## config.mk

```make
export PLATFORM = sky130hd
export DESIGN_NAME = periodic_task_dispatcher
export DESIGN_NICKNAME = d
export VERILOG_FILES = /design/src/sv/ptd_pkg.sv /design/src/sv/periodic_task_dispatcher.sv /design/src/sv/ptd_ctrl.sv /design/src/sv/ptd_dp.sv
export SDC_FILE = /design/constraint.sdc
export NUM_CORES = 1
export LEC_CHECK = 0
export BUFFER_PORTS_ARGS = -buffer_cell sky130_fd_sc_hd__clkbuf_2
export CAP_MARGIN = 20
export CORE_AREA = 5 5 154 156
export CTS_BUF_LIST = sky130_fd_sc_hd__clkbuf_4 sky130_fd_sc_hd__clkbuf_8
export DETAILED_ROUTE_END_ITERATION = 6
export DIE_AREA = 0 0 159 161
export PLACE_DENSITY = 0.75
export SLEW_MARGIN = 20
export SYNTH_ARGS = -nofsm -noshare
export SYNTH_HDL_FRONTEND = slang
export SYNTH_SLANG_ARGS = --single-unit
```

## constraint.sdc

```tcl
create_clock -name i_clk -period 3.8 [get_ports i_clk]
set_input_delay 0.19 -clock i_clk [delete_from_list [all_inputs] [get_ports i_clk]]
set_output_delay 0.19 -clock i_clk [all_outputs]
set_load 0.01 [all_outputs]
```

## src/sv/ptd_pkg.sv

```systemverilog
// Package for the periodic task dispatcher.
// Holds opcodes, result kinds, the controller state type and the command and status structs.
// Depends on nothing.
`timescale 1ns / 1ps
package ptd_pkg;

    localparam int unsigned DefSlotCount = 8;
    localparam int unsigned PeriodW      = 16;

    typedef enum logic [2:0] {
        OP_TICK    = 3'd0,
        OP_CREATE  = 3'd1,
        OP_SUSPEND = 3'd2,
        OP_RESUME  = 3'd3,
        OP_DELETE  = 3'd4
    } t_op;

    typedef enum logic [1:0] {
        KIND_DUE    = 2'd0,
        KIND_IDLE   = 2'd1,
        KIND_OK     = 2'd2,
        KIND_REJECT = 2'd3
    } t_kind;

    typedef enum logic [2:0] {
        ST_IDLE,
        ST_CMD,
        ST_TICK,
        ST_SLOT,
        ST_MOD,
        ST_EVAL,
        ST_FINISH
    } t_state;

    // Commands from the controller to the datapath.
    typedef struct packed {
        logic capture;
        logic exec_cmd;
        logic tick_inc;
        logic mod_init;
        logic mod_step;
        logic slot_done;
        logic finish;
    } t_cmd;

    // Status from the datapath to the controller.
    typedef struct packed {
        logic is_tick;
        logic eligible;
        logic mod_done;
        logic slot_last;
    } t_status;

endpackage

```

## src/sv/periodic_task_dispatcher.sv

```systemverilog
// Top level of the periodic task dispatcher.
// Depends on ptd_pkg, ptd_ctrl and ptd_dp.
`timescale 1ns / 1ps
// A word is taken when start is high and busy is low. A command's result is
// registered in the CMD state that follows the capture. A tick passes TICK, a
// SLOT state per slot and, per runnable slot, the 16-step serial remainder unit
// (MOD) and EVAL, then FINISH. Results appear for one cycle with o_strobe and
// cannot be stalled; they come in slot order, last one marked.
module periodic_task_dispatcher
    import ptd_pkg::*;
#(
    parameter int unsigned SLOT_COUNT = DefSlotCount
) (
    input  logic        i_clk,
    input  logic        i_rst_n,
    input  logic        start,
    output logic        busy,
    input  logic [2:0]  i_op,
    input  logic [3:0]  i_task_id,
    input  logic [15:0] i_period,
    input  logic        i_handler_given,
    output logic        o_strobe,
    output logic [1:0]  o_kind,
    output logic [3:0]  o_due_task,
    output logic [15:0] o_tick_now,
    output logic        o_last
);

    t_cmd    cmd;
    t_status status;

    ptd_ctrl u_ctrl (
        .i_clk    (i_clk),
        .i_rst_n  (i_rst_n),
        .i_start  (start),
        .i_status (status),
        .o_cmd    (cmd),
        .o_busy   (busy)
    );

    ptd_dp #(.SLOT_COUNT(SLOT_COUNT)) u_dp (
        .i_clk           (i_clk),
        .i_rst_n         (i_rst_n),
        .i_cmd           (cmd),
        .o_status        (status),
        .i_op            (i_op),
        .i_task_id       (i_task_id),
        .i_period        (i_period),
        .i_handler_given (i_handler_given),
        .o_strobe        (o_strobe),
        .o_kind          (o_kind),
        .o_due_task      (o_due_task),
        .o_tick_now      (o_tick_now),
        .o_last          (o_last)
    );

endmodule

```

## src/sv/ptd_ctrl.sv

```systemverilog
// Controller state machine of the periodic task dispatcher.
// Depends on ptd_pkg.
`timescale 1ns / 1ps
module ptd_ctrl
    import ptd_pkg::*;
(
    input  logic    i_clk,
    input  logic    i_rst_n,
    input  logic    i_start,
    input  t_status i_status,
    output t_cmd    o_cmd,
    output logic    o_busy
);

    t_state r_state, n_state;

    // State register.
    always_ff @(posedge i_clk) begin
        if (!i_rst_n) begin
            r_state <= ST_IDLE;
        end else begin
            r_state <= n_state;
        end
    end

    // Next state and commands.
    always_comb begin
        n_state = r_state;
        o_cmd   = '0;
        o_busy  = (r_state != ST_IDLE);
        case (r_state)
            ST_IDLE: begin
                if (i_start) begin
                    o_cmd.capture = 1'b1;
                    n_state = ST_CMD;
                end
            end
            ST_CMD: begin
                if (i_status.is_tick) begin
                    n_state = ST_TICK;
                end else begin
                    o_cmd.exec_cmd = 1'b1;
                    n_state = ST_IDLE;
                end
            end
            ST_TICK: begin
                o_cmd.tick_inc = 1'b1;
                n_state = ST_SLOT;
            end
            ST_SLOT: begin
                if (i_status.eligible) begin
                    o_cmd.mod_init = 1'b1;
                    n_state = ST_MOD;
                end else begin
                    o_cmd.slot_done = 1'b1;
                    n_state = i_status.slot_last ? ST_FINISH : ST_SLOT;
                end
            end
            ST_MOD: begin
                o_cmd.mod_step = 1'b1;
                if (i_status.mod_done) begin
                    n_state = ST_EVAL;
                end
            end
            ST_EVAL: begin
                o_cmd.slot_done = 1'b1;
                n_state = i_status.slot_last ? ST_FINISH : ST_SLOT;
            end
            ST_FINISH: begin
                o_cmd.finish = 1'b1;
                n_state = ST_IDLE;
            end
            default: begin
                n_state = ST_IDLE;
            end
        endcase
    end

endmodule

```

## src/sv/ptd_dp.sv

```systemverilog
// Datapath of the periodic task dispatcher: slot table, tick count,
// bit-serial remainder unit and result register. Depends on ptd_pkg.
`timescale 1ns / 1ps
module ptd_dp
    import ptd_pkg::*;
#(
    parameter int unsigned SLOT_COUNT = DefSlotCount
) (
    input  logic          i_clk,
    input  logic          i_rst_n,
    input  t_cmd          i_cmd,
    output t_status       o_status,
    input  logic [2:0]    i_op,
    input  logic [3:0]    i_task_id,
    input  logic [15:0]   i_period,
    input  logic          i_handler_given,
    output logic          o_strobe,
    output logic [1:0]    o_kind,
    output logic [3:0]    o_due_task,
    output logic [15:0]   o_tick_now,
    output logic          o_last
);

    localparam int unsigned SW = (SLOT_COUNT > 1) ? $clog2(SLOT_COUNT) : 1;
    localparam logic [SW-1:0] LastSlot = SW'(SLOT_COUNT - 1);

    logic [SLOT_COUNT-1:0] r_present, r_resumed;
    logic [15:0]           r_period_tab [SLOT_COUNT];
    logic [15:0]           r_tick;

    logic [2:0]  r_op;
    logic [3:0]  r_id;
    logic [15:0] r_per;
    logic        r_hnd;

    logic [SW-1:0] r_slot;
    logic [15:0]   r_rem, r_dvd;
    logic [3:0]    r_bit;
    logic          r_pend;
    logic [SW-1:0] r_pend_slot;

    logic          id_ok;
    logic [SW-1:0] id_idx;
    logic          cmd_ok;
    logic [16:0]   rem_sh;
    logic [16:0]   rem_sub;

    assign id_ok  = ({28'd0, r_id} < 32'(SLOT_COUNT));
    assign id_idx = r_id[SW-1:0];

    // Command outcome.
    always_comb begin
        cmd_ok = 1'b0;
        if (id_ok) begin
            case (r_op)
                OP_CREATE:  cmd_ok = r_hnd && !r_present[id_idx];
                OP_SUSPEND, OP_RESUME, OP_DELETE: cmd_ok = 1'b1;
                default:    cmd_ok = 1'b0;
            endcase
        end
    end

    // One restoring step of tick modulo period.
    assign rem_sh  = {r_rem, r_dvd[15]};
    assign rem_sub = rem_sh - {1'b0, r_period_tab[r_slot]};

    assign o_status.is_tick   = (r_op == OP_TICK);
    assign o_status.eligible  = r_present[r_slot] && r_resumed[r_slot]
                                && (r_period_tab[r_slot] != 16'd0);
    assign o_status.mod_done  = (r_bit == 4'd15);
    assign o_status.slot_last = (r_slot == LastSlot);

    // Captured input word.
    always_ff @(posedge i_clk) begin
        if (i_cmd.capture) begin
            r_op  <= i_op;
            r_id  <= i_task_id;
            r_per <= i_period;
            r_hnd <= i_handler_given;
        end
    end

    // Slot table and tick count.
    always_ff @(posedge i_clk) begin
        if (!i_rst_n) begin
            r_present <= '0;
            r_resumed <= '0;
            r_tick    <= '0;
            for (int i = 0; i < int'(SLOT_COUNT); i++) begin
                r_period_tab[i] <= '0;
            end
        end else begin
            if (i_cmd.tick_inc) begin
                r_tick <= r_tick + 16'd1;
            end
            if (i_cmd.exec_cmd && cmd_ok) begin
                case (r_op)
                    OP_CREATE: begin
                        r_present[id_idx]    <= 1'b1;
                        r_resumed[id_idx]    <= 1'b1;
                        r_period_tab[id_idx] <= r_per;
                    end
                    OP_SUSPEND: r_resumed[id_idx] <= 1'b0;
                    OP_RESUME:  r_resumed[id_idx] <= 1'b1;
                    OP_DELETE:  r_present[id_idx] <= 1'b0;
                    default: ;
                endcase
            end
        end
    end

    // Slot scan and remainder unit.
    always_ff @(posedge i_clk) begin
        if (!i_rst_n) begin
            r_slot <= '0;
            r_pend <= 1'b0;
        end else begin
            if (i_cmd.tick_inc) begin
                r_slot <= '0;
                r_pend <= 1'b0;
            end
            if (i_cmd.slot_done) begin
                r_slot <= r_slot + SW'(1);
                if (o_status.eligible && r_rem == 16'd0) begin
                    r_pend      <= 1'b1;
                    r_pend_slot <= r_slot;
                end
            end
        end
        if (i_cmd.mod_init) begin
            r_rem <= '0;
            r_dvd <= r_tick;
            r_bit <= '0;
        end
        if (i_cmd.mod_step) begin
            r_rem <= rem_sub[16] ? rem_sh[15:0] : rem_sub[15:0];
            r_dvd <= {r_dvd[14:0], 1'b0};
            r_bit <= r_bit + 4'd1;
        end
    end

    // Result register; a found slot is held back until the next one or the end.
    always_ff @(posedge i_clk) begin
        if (!i_rst_n) begin
            o_strobe <= 1'b0;
        end else begin
            o_strobe <= 1'b0;
            if (i_cmd.exec_cmd) begin
                o_strobe   <= 1'b1;
                o_kind     <= cmd_ok ? KIND_OK : KIND_REJECT;
                o_due_task <= r_id;
                o_tick_now <= r_tick;
                o_last     <= 1'b1;
            end
            if (i_cmd.slot_done && o_status.eligible && r_rem == 16'd0 && r_pend) begin
                o_strobe   <= 1'b1;
                o_kind     <= KIND_DUE;
                o_due_task <= 4'(r_pend_slot);
                o_tick_now <= r_tick;
                o_last     <= 1'b0;
            end
            if (i_cmd.finish) begin
                o_strobe   <= 1'b1;
                o_kind     <= r_pend ? KIND_DUE : KIND_IDLE;
                o_due_task <= r_pend ? 4'(r_pend_slot) : 4'd0;
                o_tick_now <= r_tick;
                o_last     <= 1'b1;
            end
        end
    end

endmodule

```

==> results.txt <==
Clock transition at path regs: 0.06 ns
Row count: 55
Achievable Freq: 0.2706 GHz
Layout cells sized above 1: 22.77%
FF+latch area: 7284 um2
# setup viols final: 0
Synth cell types: 64
Leakage: 0.005515 uW
CTS tree: yes
Placed cells: 1,213
Seq/Total Area, Yosys: 61.09%
Final wirelength: 26,460 um
Root buffer cell: clkbuf_8
Vias in the first global route: 7,667
Most common cell after layout, fill and taps aside: edfxtp_1
CP max stage delay: 0.53 ns
WL/cell: 19.96 um
Crit Path Max Fanout: 18
Worst slew margin: 32.02%
Final worst setup slack: 0.1045 ns
Slew Limit Fails: 0
Yosys warns: 0
Initial DRC count: 691
Die height: 161 um
Register bit total from synthesis: 257
Syn Inst Count: 888
DR pass1 iterations: 5
Fill count: 1,649
Synth-to-Final Area Change: 17.08%
Via count: 7,677
Clock latency at the later pin of the worst-skew pair: 0.55 ns
Clock tree buffer depth: 3
IO Port Bufs: 51
Core area: 22,230 um2
Area occupied by multi-input gates: 4407 um2
Most frequent cells in the layout: edfxtp_1 (213), and3_1 (89), and2_1 (58)
Total power draw: 5838 uW
Nets: 1,058
Initial antenna violation count: 0
Post-DP HPWL: 17,050 um
Crit path cell chain: buf_12 -> mux4_2 -> mux2i_2 -> ha_1 -> nand2_2 -> or4_4 -> o211a_1 -> o211a_1 -> or3_4 -> buf_12 -> mux2i_1 -> nor2_1
Final period util: 97.25%
Non-Filler Instances: 1,326
Gr usage total: 20.31%
ANT cells: 0
Largest net degree at the start of global routing: 51
Worst slew pin tran: 1.019 ns
Crit start category: flop
DRC viols: 0
Outcome: complete, no violations
Remaining antenna violation count after routing: 0
WS Path Type: reg2reg
Worst Clk Skew: 0.02817 ns
Max VDD drop: 0.0003351 V
First-pass GRT wire length: 42,010 um
Post-synthesis cell area: 11,910 um2
Worst-path cell with the longest stage delay: mux4_2
Mean Syn Cell Area: 13.42 um2
Main synth FF type: edfxtp_1
Starting Density: 53.59%
CP required: 4.06 ns
Final Hold Viols: 0
CTS Sinks: 257
Htree depth: 2
Worst Reg-to-Reg Cells: 12
Ports: 52
Post-synth net total: 936
Data arrival time of the worst path: 3.96 ns
Placer Congestion: 0.8313
Post-Place Setup Slack: -0.04807 ns
HP Class: in2reg
Post-synth EDFFs: 213
DIE WIDTH: 159 um
Hold depth: 3
Clock buffer count from CTS: 42
Post-route minimum period: 3.695 ns
CP endpoint kind: flop
Min-Delay Startpoint: start
DR vias/cell: 5.790
Max-cap viol count: 0
Die Area: 25,600 um2
GRT Residual Overflow: 0
Async set-reset flop share out of synthesis: 0%
PD cells: 418.6 nW/um2
[cell families (layout without fill, tap and decap cells)]
kind of cell    Yosys count  after routing  share of synthesized area [%]
compound gates          102            102                          6.344
buf+inv                  70            223                          2.857
flops                   257            257                          61.09
simple gates            331            331                          15.22
fa+ha+maj                21             21                          2.269
xor+xnor                 28             28                          2.059
mux                      79             79                          10.17
[final cells by class]
| type | instances | area share, % |
|---|---|---|
| clock buffers | 58 | 5.006 |
| clock inverters | 17 | 0.8343 |
| inverters | 17 | 0.4575 |
| multi-input cells | 561 | 31.60 |
| flip-flops and latches | 257 | 52.23 |
| well taps | 285 | 2.557 |
| repair buffers | 131 | 7.320 |
[synthesized netlist by cell type, types with 8 or more instances]
| library cell | number | area share [%] |
|---|---|---|
| nand2_1 | 53 | 1.7 |
| or3_1 | 8 | 0.42 |
| ha_1 | 20 | 2.1 |
| nand2b_1 | 10 | 0.53 |
| nor2_1 | 54 | 1.7 |
| nor3_1 | 8 | 0.34 |
| mux2i_1 | 43 | 3.6 |
| o21ai_0 | 15 | 0.63 |
| a21oi_1 | 21 | 0.88 |
| and2_1 | 58 | 3.0 |
| and3_1 | 89 | 4.7 |
| nand3_1 | 21 | 0.88 |
| edfxtp_1 | 213 | 54 |
| inv_1 | 16 | 0.50 |
| a22o_1 | 18 | 1.3 |
| xor2_1 | 14 | 1.0 |
| mux4_2 | 33 | 6.2 |
| dfxtp_1 | 44 | 7.4 |
| xnor2_1 | 14 | 1.0 |
| clkbuf_1 | 25 | 0.79 |
| buf_2 | 14 | 0.59 |
[worst max-delay path: cells and delay by family (launching register included)]
kind | cells | cell delay, ns
and+or+nand+nor | 4 | 1.05
muxes | 3 | 0.90
AOI/OAI and AO/OA | 2 | 0.50
DFF | 1 | 0.40
buffers and inverters | 2 | 0.32
adders and majority gates | 1 | 0.24
[registers in the layout, indices dropped and copies added (netlist names), named ones only]
signal	cells
u_dp.r_id	4
u_dp.o_strobe	1
u_ctrl.r_state	3
u_dp.r_dvd	16
u_dp.r_pend	1
u_dp.r_per	16
u_dp.r_rem	16
u_dp.r_tick	16
u_dp.r_pend_slot	3
u_dp.r_slot	3
u_dp.o_last	1
u_dp.o_kind	2
u_dp.r_hnd	1
u_dp.o_due_task	4
u_dp.r_bit	4
u_dp.o_tick_now	16
u_dp.r_op	3
u_dp.r_period_tab	128
[final timing paths]
| path | end | slack [ns] |
|---|---|---|
| setup / recovery | u_dp.r_rem[12] | 0.10 |
| hold / removal | u_ctrl.r_state[0] | 0.06 |
| setup reg to reg | u_dp.r_rem[12] | 0.10 |
| hold reg to reg | u_dp.r_dvd[0] | 0.45 |
[power breakdown]
part | switching, uW | leakage [uW] | internal [uW]
sequential | 51.9 | 0.00246 | 3120
clock | 1090 | 0.000429 | 1260
combinational | 188 | 0.00262 | 132
[through the flow]
step	area (um2)	hold slack (ns)	TNS, ns	utilization, %
after floorplan	11940	0.2889	0	-
after global placement	12660	0.3664	0	56.96
after detailed placement	12660	0.3686	-0.2289	56.96
after CTS	13720	0.02375	0	61.72
after global routing	13950	0.03999	-0.1751	62.75
final	13950	0.05577	0	62.75
[layer usage]
layer,part of all wire [%],track usage [%]
met1,44,28.04
met2,49,33.38
met3,5.1,3.725
met4,2.1,5.894
met5,0,0
[repair_timing]
| item | 4_1_cts | 5_1_grt |
|---|---|---|
| resized for setup | 1 | 23 |
| buffers inserted | 0 | 13 |
| endpoints found under the hold margin | 24 | 0 |
| hold buffers | 24 | 0 |
| cloned | 0 | 1 |
| pin swaps | 0 | 9 |
| endpoints found under the setup margin | 10 | 49 |
Power figures use the tool's default switching activity.
